==> src/design/udiv_pkg.sv <==
`timescale 1ns / 1ps

package udiv_pkg;

    localparam logic [31:0] CRC_POLY = 32'hEDB8_8320;
    localparam logic [31:0] CRC_ONES = 32'hFFFF_FFFF;

    localparam logic [4:0] POS_MAX     = 5'd20;
    localparam logic [4:0] POS_SHORT   = 5'd19;
    localparam logic [4:0] POS_SIZE    = 5'd4;
    localparam logic [4:0] POS_VERSION = 5'd8;
    localparam logic [4:0] POS_CYL     = 5'd9;
    localparam logic [4:0] POS_SIDE    = 5'd10;

    typedef enum logic [1:0] {
        ST_GOOD      = 2'd0,
        ST_MISMATCH  = 2'd1,
        ST_SHORT     = 2'd2,
        ST_BAD_MAGIC = 2'd3
    } udiv_status_t;

    typedef struct packed {
        logic [7:0] data_byte;
        logic       last_byte;
    } udiv_in_t;

    typedef struct packed {
        udiv_status_t status;
        logic [7:0]   format_version;
        logic [7:0]   cylinder_count;
        logic [7:0]   side_count;
        logic [31:0]  declared_size;
        logic [31:0]  checksum_stored;
        logic [31:0]  checksum_computed;
    } udiv_out_t;

    // "UDI!" in file order
    function automatic logic [7:0] magic_byte(input logic [1:0] idx);
        logic [7:0] m;
        case (idx)
            2'd0:    m = 8'h55;
            2'd1:    m = 8'h44;
            2'd2:    m = 8'h49;
            default: m = 8'h21;
        endcase
        return m;
    endfunction

    // complemented reflected byte step, complemented again on exit
    function automatic logic [31:0] crc_byte(input logic [31:0] crc, input logic [7:0] b);
        logic [31:0] c;
        c = crc ^ CRC_ONES ^ {24'd0, b};
        for (int k = 0; k < 8; k++)
        begin
            c = c[0] ? ((c >> 1) ^ CRC_POLY) : (c >> 1);
        end
        return c ^ CRC_ONES;
    endfunction

endpackage

==> src/design/udi_image_verifier.sv <==
`timescale 1ns / 1ps

// channel   valid          stall          payload
// input     byte_valid     byte_stall     byte_data  (one image byte)
// output    report_valid   report_stall   report     (one per image)
//
// One byte per cycle unless a final byte waits behind a stalled report;
// the CRC byte step is unrolled between the delay line and the
// state/report registers. The final byte passes the input register,
// then its report is registered, held up only behind a stalled report.
// Reset clears count and valid flags, fills CRC with ones, sets magic.
// byte_stall rises only when a final byte waits behind a stalled report.
module udi_image_verifier (
    input  logic                clk,
    input  logic                rst_n,
    input  logic                byte_valid,
    output logic                byte_stall,
    input  udiv_pkg::udiv_in_t  byte_data,
    output logic                report_valid,
    input  logic                report_stall,
    output udiv_pkg::udiv_out_t report
);
    import udiv_pkg::*;

    logic     advance;
    logic     item_valid;
    udiv_in_t item;

    udiv_in_stage u_in_stage (
        .clk        (clk),
        .rst_n      (rst_n),
        .byte_valid (byte_valid),
        .byte_stall (byte_stall),
        .byte_data  (byte_data),
        .advance    (advance),
        .item_valid (item_valid),
        .item       (item)
    );

    udiv_core u_core (
        .clk          (clk),
        .rst_n        (rst_n),
        .item_valid   (item_valid),
        .item         (item),
        .advance      (advance),
        .report_valid (report_valid),
        .report_stall (report_stall),
        .report       (report)
    );

endmodule

==> src/design/udiv_in_stage.sv <==
`timescale 1ns / 1ps

module udiv_in_stage (
    input  logic              clk,
    input  logic              rst_n,
    input  logic              byte_valid,
    output logic              byte_stall,
    input  udiv_pkg::udiv_in_t byte_data,
    input  logic              advance,
    output logic              item_valid,
    output udiv_pkg::udiv_in_t item
);
    import udiv_pkg::*;

    logic     item_valid_reg;
    udiv_in_t item_reg;

    assign byte_stall = item_valid_reg && !advance;
    assign item_valid = item_valid_reg;
    assign item       = item_reg;

    always_ff @(posedge clk or negedge rst_n)
    begin
        if (!rst_n)
        begin
            item_valid_reg <= 1'b0;
        end
        else if (!byte_stall)
        begin
            item_valid_reg <= byte_valid;
        end
    end

    always_ff @(posedge clk)
    begin
        if (!byte_stall && byte_valid)
        begin
            item_reg <= byte_data;
        end
    end

endmodule

==> src/design/udiv_core.sv <==
`timescale 1ns / 1ps

module udiv_core (
    input  logic               clk,
    input  logic               rst_n,
    input  logic               item_valid,
    input  udiv_pkg::udiv_in_t item,
    output logic               advance,
    output logic               report_valid,
    input  logic               report_stall,
    output udiv_pkg::udiv_out_t report
);
    import udiv_pkg::*;

    logic [4:0]  pos_reg;
    logic [31:0] crc_reg;
    logic        magic_reg;
    logic [7:0]  delay_reg [4];
    logic [7:0]  version_reg;
    logic [7:0]  cyl_reg;
    logic [7:0]  side_reg;
    logic [31:0] size_reg;
    logic        report_valid_reg;
    udiv_out_t   report_reg;

    logic        finish;
    logic        magic_next;
    logic [31:0] crc_next;
    logic [31:0] stored;
    udiv_status_t status_next;
    udiv_out_t   report_next;

    assign advance = item_valid && (!item.last_byte || !report_valid_reg || !report_stall);
    assign finish  = advance && item.last_byte;

    assign report_valid = report_valid_reg;
    assign report       = report_reg;

    always_comb
    begin
        magic_next = magic_reg;
        if (pos_reg < POS_SIZE && item.data_byte != magic_byte(pos_reg[1:0]))
        begin
            magic_next = 1'b0;
        end
        crc_next = (pos_reg >= POS_SIZE) ? crc_byte(crc_reg, delay_reg[0]) : crc_reg;
        stored   = {item.data_byte, delay_reg[3], delay_reg[2], delay_reg[1]};

        if (pos_reg < POS_SHORT)
            status_next = ST_SHORT;
        else if (!magic_next)
            status_next = ST_BAD_MAGIC;
        else if (stored == crc_next)
            status_next = ST_GOOD;
        else
            status_next = ST_MISMATCH;

        report_next        = '0;
        report_next.status = status_next;
        if (status_next == ST_GOOD || status_next == ST_MISMATCH)
        begin
            report_next.format_version    = version_reg;
            report_next.cylinder_count    = cyl_reg + 8'd1;
            report_next.side_count        = side_reg + 8'd1;
            report_next.declared_size     = size_reg;
            report_next.checksum_stored   = stored;
            report_next.checksum_computed = crc_next;
        end
    end

    always_ff @(posedge clk or negedge rst_n)
    begin
        if (!rst_n)
        begin
            pos_reg          <= '0;
            crc_reg          <= CRC_ONES;
            magic_reg        <= 1'b1;
            report_valid_reg <= 1'b0;
        end
        else
        begin
            if (finish)
            begin
                pos_reg   <= '0;
                crc_reg   <= CRC_ONES;
                magic_reg <= 1'b1;
            end
            else if (advance)
            begin
                if (pos_reg < POS_MAX)
                    pos_reg <= pos_reg + 5'd1;
                crc_reg   <= crc_next;
                magic_reg <= magic_next;
            end

            if (finish)
                report_valid_reg <= 1'b1;
            else if (!report_stall)
                report_valid_reg <= 1'b0;
        end
    end

    // header holds and delay line
    always_ff @(posedge clk)
    begin
        if (advance)
        begin
            delay_reg[0] <= delay_reg[1];
            delay_reg[1] <= delay_reg[2];
            delay_reg[2] <= delay_reg[3];
            delay_reg[3] <= item.data_byte;
            if (pos_reg >= POS_SIZE && pos_reg < POS_VERSION)
            begin
                case (pos_reg[1:0])
                    2'd0:    size_reg[7:0]   <= item.data_byte;
                    2'd1:    size_reg[15:8]  <= item.data_byte;
                    2'd2:    size_reg[23:16] <= item.data_byte;
                    default: size_reg[31:24] <= item.data_byte;
                endcase
            end
            if (pos_reg == POS_VERSION)
                version_reg <= item.data_byte;
            if (pos_reg == POS_CYL)
                cyl_reg <= item.data_byte;
            if (pos_reg == POS_SIDE)
                side_reg <= item.data_byte;
        end
        if (finish)
        begin
            report_reg <= report_next;
        end
    end

endmodule

==> config.mk <==
export PLATFORM = sky130hd
export DESIGN_NAME = udi_image_verifier
export DESIGN_NICKNAME = d
export VERILOG_FILES = /design/src/design/udiv_pkg.sv /design/src/design/udi_image_verifier.sv /design/src/design/udiv_in_stage.sv /design/src/design/udiv_core.sv
export SDC_FILE = /design/constraint.sdc
export NUM_CORES = 1
export LEC_CHECK = 0
export ABC_AREA = 1
export BUFFER_PORTS_ARGS = -buffer_cell sky130_fd_sc_hd__buf_2
export CAP_MARGIN = 20
export CORE_UTILIZATION = 59
export CTS_CLUSTER_DIAMETER = 100
export DETAILED_ROUTE_END_ITERATION = 10
export GPL_TIMING_DRIVEN = 0
export PLACE_DENSITY = 0.89
export SYNTH_ARGS = -nofsm -noshare
export SYNTH_HDL_FRONTEND = slang
export SYNTH_HIERARCHICAL = 1
export SYNTH_SLANG_ARGS = --single-unit
==> constraint.sdc <==
create_clock -name clk -period 6.3 [get_ports clk]
set_input_delay 0.945 -clock clk [delete_from_list [all_inputs] [get_ports clk]]
set_output_delay 0.945 -clock clk [all_outputs]
set_load 0.02 [all_outputs]
==> flow_metrics.env, run 1 <==
export IMPL_status="completed"
export IMPL_rsz0062_at_grt="no"
export IMPL_path_cells="buf_2 > nand3_1 > nand2_1 > clkinv_2 > nor2_1 > buf_2"
export IMPL_hold_path_class="flop to flop"
export IMPL_syn_area_sq_um=11900
export IMPL_netlist_instances=1207
export IMPL_wl_per_cell_um=19.1
export IMPL_rr_worst_depth=6
export IMPL_cts_setup_buffers=0
export IMPL_vias_per_cell=5.57
export IMPL_ys_ff_latch=259
export IMPL_total_power_mw=6.57
export IMPL_synth_fa_ha_area_share_pct=0.843
export IMPL_cts_htree_levels=1
export IMPL_ys_seq_area_share_pct=64.2
export IMPL_cp_required_ns=5.35
export IMPL_grt_first_pass_wirelength_mm=47.8
export IMPL_crit_type="input port to output port"
export IMPL_clock_latency_ns=0.53
export IMPL_io_pins=137
export IMPL_die_h_um=144
export IMPL_min_to="u_core/delay_reg[0][5]"
export IMPL_drc=0
export IMPL_max_freq_ghz=0.246
export IMPL_synth_distinct_cells=33
export IMPL_drv_cap=0
export IMPL_gp_congestion=0.982
export IMPL_grt_pass1_vias=8903
export IMPL_layout_min_cycle_time_ns=4.06
export IMPL_yosys_area_share_simple_pct=24.5
export IMPL_crit_start="report_stall"
export IMPL_cpPeakStageDelay_ns=0.87
export IMPL_r2r_setup_slack_ns=2.71
export IMPL_cp_end_kind="output port"
export IMPL_finalSetupViolations=0
export IMPL_avgSynthCellArea_sq_um=9.83
export IMPL_r2r_start="u_in_stage/item[0]"
export IMPL_drtAntennaViolNets=0
export IMPL_rows=51
export IMPL_async_flop_share_pct=15.4
export IMPL_min_from="u_core/delay_reg[1][5]"
export IMPL_synth_top_family_by_area="simple AND/OR/NAND/NOR gates"
export IMPL_die_width_um=144
export IMPL_cts_resized=0
export IMPL_layout_drive_gt1_share_pct=21.3
export IMPL_grt_remaining_overflow=0
export IMPL_grt_max_degree=82
export IMPL_synth_enable_flop_cells=219
export IMPL_antenna_found_initial=0
export IMPL_largest_reg_flops=122
export IMPL_drt_iter0_markers=1395
export IMPL_clock_sinks=259
export IMPL_ir_drop_mv=0.315
export IMPL_cts_tree="yes"
export IMPL_die_area_sq_um=20700
export IMPL_path_buf_inv=3
export IMPL_syn_to_final_growth_pct=16.3
export IMPL_dp_hpwl_mm=21.6
export IMPL_synth_compound_area_share_pct=2.71
export IMPL_finalNetCount=1399
export IMPL_cts_buffers=25
export IMPL_synthFlopType="edfxtp_1"
export IMPL_hold_depth=0
export IMPL_worst_pin_slew_ns=0.869
export IMPL_portBuffers=136
export IMPL_synth_xor_xnor_area_share_pct=1.25
export IMPL_power_density_nw_per_um2=476
export IMPL_synthMuxAreaShare_pct=0
export IMPL_synth_fp_nets=1228
export IMPL_root_buffer="clkbuf_16"
export IMPL_drt_pre_antenna_iters=8
export IMPL_vias=9266
export IMPL_cellLeakagePower_nw=6.50
export IMPL_yosys_warnings=6
export IMPL_r2r_end="u_core/report[5]"
export IMPL_grtUsageTotal_pct=31.5
export IMPL_drv_slew=0
export IMPL_hold_slack_ns=0.458
export IMPL_slew_headroom_pct=41.6
export IMPL_slowest_stage="clkinv_2"
export IMPL_hold_buffers=0
export IMPL_finalCritPeriodShare_pct=64.4
export IMPL_crit_top_cell="buf_2"
export IMPL_critPathTopFamily="buffers and inverters"
export IMPL_start_util_pct=60.6
export IMPL_clk_pin_slew_ns=0.07
export IMPL_crit_arrival_ns=3.11
export IMPL_path_max_fanout=43
export IMPL_drt_wl_total_mm=31.7
export IMPL_hold_viol_final=0
export IMPL_finish_utilization_pct=70.5
export IMPL_fin_skew_ns=0.00996
export IMPL_core_area_sq_um=19600
export IMPL_critPathLaunchType="input port"
export IMPL_clock_path_buffers=3
cell families (layout without fill, tap and decap cells):
kind of cell / Yosys count / after routing
simple gates: 683 / 683
flops: 259 / 259
buf+inv: 192 / 382
compound gates: 48 / 48
xor+xnor: 17 / 17
fa+ha+maj: 8 / 8
other cells: 0 / 1
routing by layer:
metal,track usage [%],part of all wire [%]
met5,0,0
met4,15.0,4.4
met3,6.03,11
met2,48.9,46
met1,42.7,39
cells in the mapped netlist (3+ instances only):
master    instances  area, sq um
a21oi_1           6         30.0
buf_4             6         45.0
nand4_1           6         37.5
ha_1              8          100
nor2_1          150          563
nand2_1         364         1370
xnor2_1           3         26.3
o21ai_0          10         50.1
edfxtp_1        219         6580
dfstp_2          33          867
nor3_1            9         45.0
nand2_2          25          156
nand2_4           8         90.1
xor2_1           14          123
clkbuf_1          9         33.8
nand3_2           6         60.1
nand3_1         109          546
a22oi_1          28          210
dfrtp_1           7          175
inv_1           148          556
inv_2            14         52.6
buf_2            12         60.1
worst max path at each step:
| stage | to | slack (ns) | depth (start not counted) |
|---|---|---|---|
| 2_1_floorplan | u_core/report[0] | 1.37 | 5 |
| 3_3_place_gp | u_core/report[42] | -0.47 | 6 |
| 3_5_place_dp | u_core/report[42] | 2.22 | 7 |
| 4_1_cts | byte_stall | 2.31 | 6 |
| 5_1_grt | byte_stall | 2.19 | 6 |
| 6_report | byte_stall | 2.24 | 6 |
layout make-up:
| type | instances | area [sq um] |
|---|---|---|
| Sequential cell | 259 | 7620 |
| Fill cell | 1390 | 5790 |
| Multi-Input combinational cell | 756 | 3480 |
| Timing Repair Buffer | 144 | 761 |
| Clock buffer | 28 | 647 |
| Inverter | 163 | 616 |
| Tap cell | 265 | 332 |
| Clock inverter | 18 | 184 |
| Buffer | 29 | 161 |
| Antenna cell | 1 | 2.50 |
report_power, final:
group | internal, mW | switching, mW
logic | 0.746 | 1.98
registers | 2.17 | 0.159
clock network | 0.869 | 0.637
through the flow:
step                      worst slack, ns  setup TNS, ns  std cells  area (sq um)
after floorplan                      1.37              0       1207         11900
after global placement             -0.472         -56.50       1608         12900
after detailed placement             2.22              0       1611         12900
after CTS                            2.31              0       1657         13800
after global routing                 2.19              0       1662         13800
final                                2.24              0       1663         13800
cells in the final DEF (no fill, tap or decap), types with 4 or more instances in the layout:
cell type	synthesis	final
nand4_1	6	6
dfrtp_1	7	7
a22oi_1	28	28
nor3_1	9	9
xor2_1	14	14
clkbuf_1	9	11
clkinv_1	1	4
nand2_1	364	364
buf_4	6	6
inv_1	148	147
buf_2	12	153
ha_1	8	8
clkinv_2	0	5
dfstp_2	33	33
nor2_1	150	150
nand2_4	8	8
clkbuf_16	0	25
a21oi_1	6	6
inv_2	14	14
nand3_2	6	6
nand2_2	25	25
o21ai_0	10	10
edfxtp_1	219	219
nand3_1	109	109
Note: power is estimated with default switching activity, not from simulation.
==> inputs of run 2 (changes only) <==
==> constraint.sdc (replaced) <==
create_clock -name clk -period 4.1 [get_ports clk]
set_input_delay 0.615 -clock clk [delete_from_list [all_inputs] [get_ports clk]]
set_output_delay 0.615 -clock clk [all_outputs]
set_load 0.02 [all_outputs]
==> flow_metrics.env, run 2 (synthesis gave the netlist of run 1 again) <==
export IMPL_path_buf_inv=4
export IMPL_cts_tree="yes"
export IMPL_drc=0
export IMPL_crit_type="flop to flop"
export IMPL_die_h_um=144
export IMPL_cpPeakStageDelay_ns=0.73
export IMPL_diodes=0
export IMPL_drtAntennaViolNets=0
export IMPL_ir_drop_mv=0.466
export IMPL_tns_ns=0
export IMPL_worst_pin_slew_ns=0.871
export IMPL_post_dp_cell_area_sq_um=12900
export IMPL_final_area_sq_um=13900
export IMPL_hold_path_class="input port to async pin"
export IMPL_die_area_sq_um=20700
export IMPL_crit_arrival_ns=4.10
export IMPL_grt_remaining_overflow=0
export IMPL_power_density_nw_per_um2=735
export IMPL_drt_iter0_markers=1356
export IMPL_syn_to_final_growth_pct=16.8
export IMPL_status="completed"
export IMPL_fin_skew_ns=0.0192
export IMPL_vias_per_cell=5.75
export IMPL_drv_cap=0
export IMPL_final_cell_mix="364 x nand2_1, 219 x edfxtp_1, 153 x buf_2"
export IMPL_portBuffers=136
export IMPL_die_width_um=144
export IMPL_io_pins=137
export IMPL_grt_pass1_vias=8974
export IMPL_critPathLaunchType="flop"
export IMPL_clock_latency_ns=0.53
export IMPL_grtUsageTotal_pct=32.0
export IMPL_final_cells=1666
export IMPL_finalSetupViolations=0
export IMPL_critPathTopFamily="buffers and inverters"
export IMPL_antenna_found_initial=0
export IMPL_finalNetCount=1402
export IMPL_max_freq_ghz=0.260
export IMPL_dp_hpwl_mm=22.2
export IMPL_cellLeakagePower_nw=6.53
export IMPL_gp_congestion=0.968
export IMPL_start_util_pct=60.6
export IMPL_cts_setup_buffers=0
export IMPL_drv_slew=0
export IMPL_cts_buffers=26
export IMPL_wl_per_cell_um=19.5
export IMPL_slowest_stage="clkinvlp_4"
export IMPL_vias=9572
export IMPL_cp_required_ns=4.35
export IMPL_cp_end_kind="flop"
export IMPL_drt_pre_antenna_iters=9
export IMPL_rows=51
export IMPL_fillers=1351
export IMPL_core_area_sq_um=19600
export IMPL_grt_first_pass_wirelength_mm=48.4
export IMPL_mostFrequentLayoutCell="nand2_1"
export IMPL_layout_drive_gt1_share_pct=21.3
export IMPL_cts_htree_levels=1
export IMPL_slew_headroom_pct=41.9
export IMPL_grt_max_degree=50
export IMPL_path_max_fanout=49
export IMPL_rsz0062_at_grt="no"
export IMPL_hold_viol_final=0
export IMPL_drt_wl_total_mm=32.5
export IMPL_root_buffer="clkbuf_16"
export IMPL_dp_cells=1612
export IMPL_finalCritPeriodShare_pct=93.7
export IMPL_largest_reg_flops=122
export IMPL_path_cells="nand3_1 > nand2_1 > clkinv_4 > nand2_1 > clkinvlp_4 > buf_12 > buf_12"
export IMPL_clock_sinks=259
export IMPL_clk_pin_slew_ns=0.07
export IMPL_clock_path_buffers=3
export IMPL_layout_min_cycle_time_ns=3.84
==> run 2: changes by cell type in the layout (fill, tap and decap cells not counted), moves of 2 or more <==
cell and delta:
inv_6 -2, clkinv_1 -4, clkbuf_1 +5, clkbuf_8 +3, clkbuf_16 +2
==> run 2: per-stage QoR <==
step | hold slack (ns) | util (%) | setup WS (ns) | power (mW)
5_1_grt | 0.107 | 70.8 | 0.0907 | 10.7
2_1_floorplan | 0.319 | - | 0.131 | 6.38
6_report | 0.0744 | 70.8 | 0.259 | 10.2
4_1_cts | 0.253 | 70.5 | 0.324 | 10.0
3_3_place_gp | 0.443 | 65.8 | -1.53 | 7.47
3_5_place_dp | 0.441 | 66.0 | -0.343 | 7.61
==> run 2: path summary, 6_finish.rpt <==
| path | from | to | slack (ns) | cells after the start |
|---|---|---|---|---|
| worst min-delay path | rst_n | u_core/pos_reg[4] | 0.07 | 1 |
| min in group clk | byte_data[7] | u_in_stage/item[7] | 0.26 | 1 |
| worst max register to register | u_in_stage/item[0] | u_core/report[37] | 0.26 | 7 |
| worst max-delay path | u_in_stage/item[0] | u_core/report[37] | 0.26 | 7 |
| max in group asynchronous | rst_n | u_core/crc_reg[2] | 3.42 | 2 |
| worst min register to register | u_core/delay_reg[1][3] | u_core/delay_reg[0][3] | 0.47 | 0 |
==> run 2: per-layer routing <==
metal  part of all wire [%]  vias up  track usage [%]
met3                     13      138             6.90
met4                    5.0        0             16.8
li1                       -     4275                -
met2                     45      734             49.7
met5                      0        -                0
met1                     37     4425             42.3
==> run 2: layout make-up <==
class | count | area (sq um) | share of cell area (%)
Clock inverter | 10 | 110 | 0.794
Sequential cell | 259 | 7620 | 55.0
Buffer | 29 | 161 | 1.16
Multi-Input combinational cell | 756 | 3480 | 25.1
Timing Repair Buffer | 146 | 788 | 5.69
Tap cell | 265 | 332 | 2.39
Clock buffer | 38 | 757 | 5.46
Inverter | 163 | 621 | 4.48
==> run 2: what timing repair did <==
item | in CTS | in global routing
hold endpoints to repair | 0 | 0
resized for setup | 1 | 0
setup endpoints to repair | 49 | 0
hold buffers | 0 | 0
==> run 2: power breakdown <==
part	leakage, nW	total (mW)	internal [mW]	switching (mW)
combinational	3.57	4.22	1.15	3.07
clock	0.426	2.38	1.41	0.973
sequential	2.54	3.59	3.34	0.247
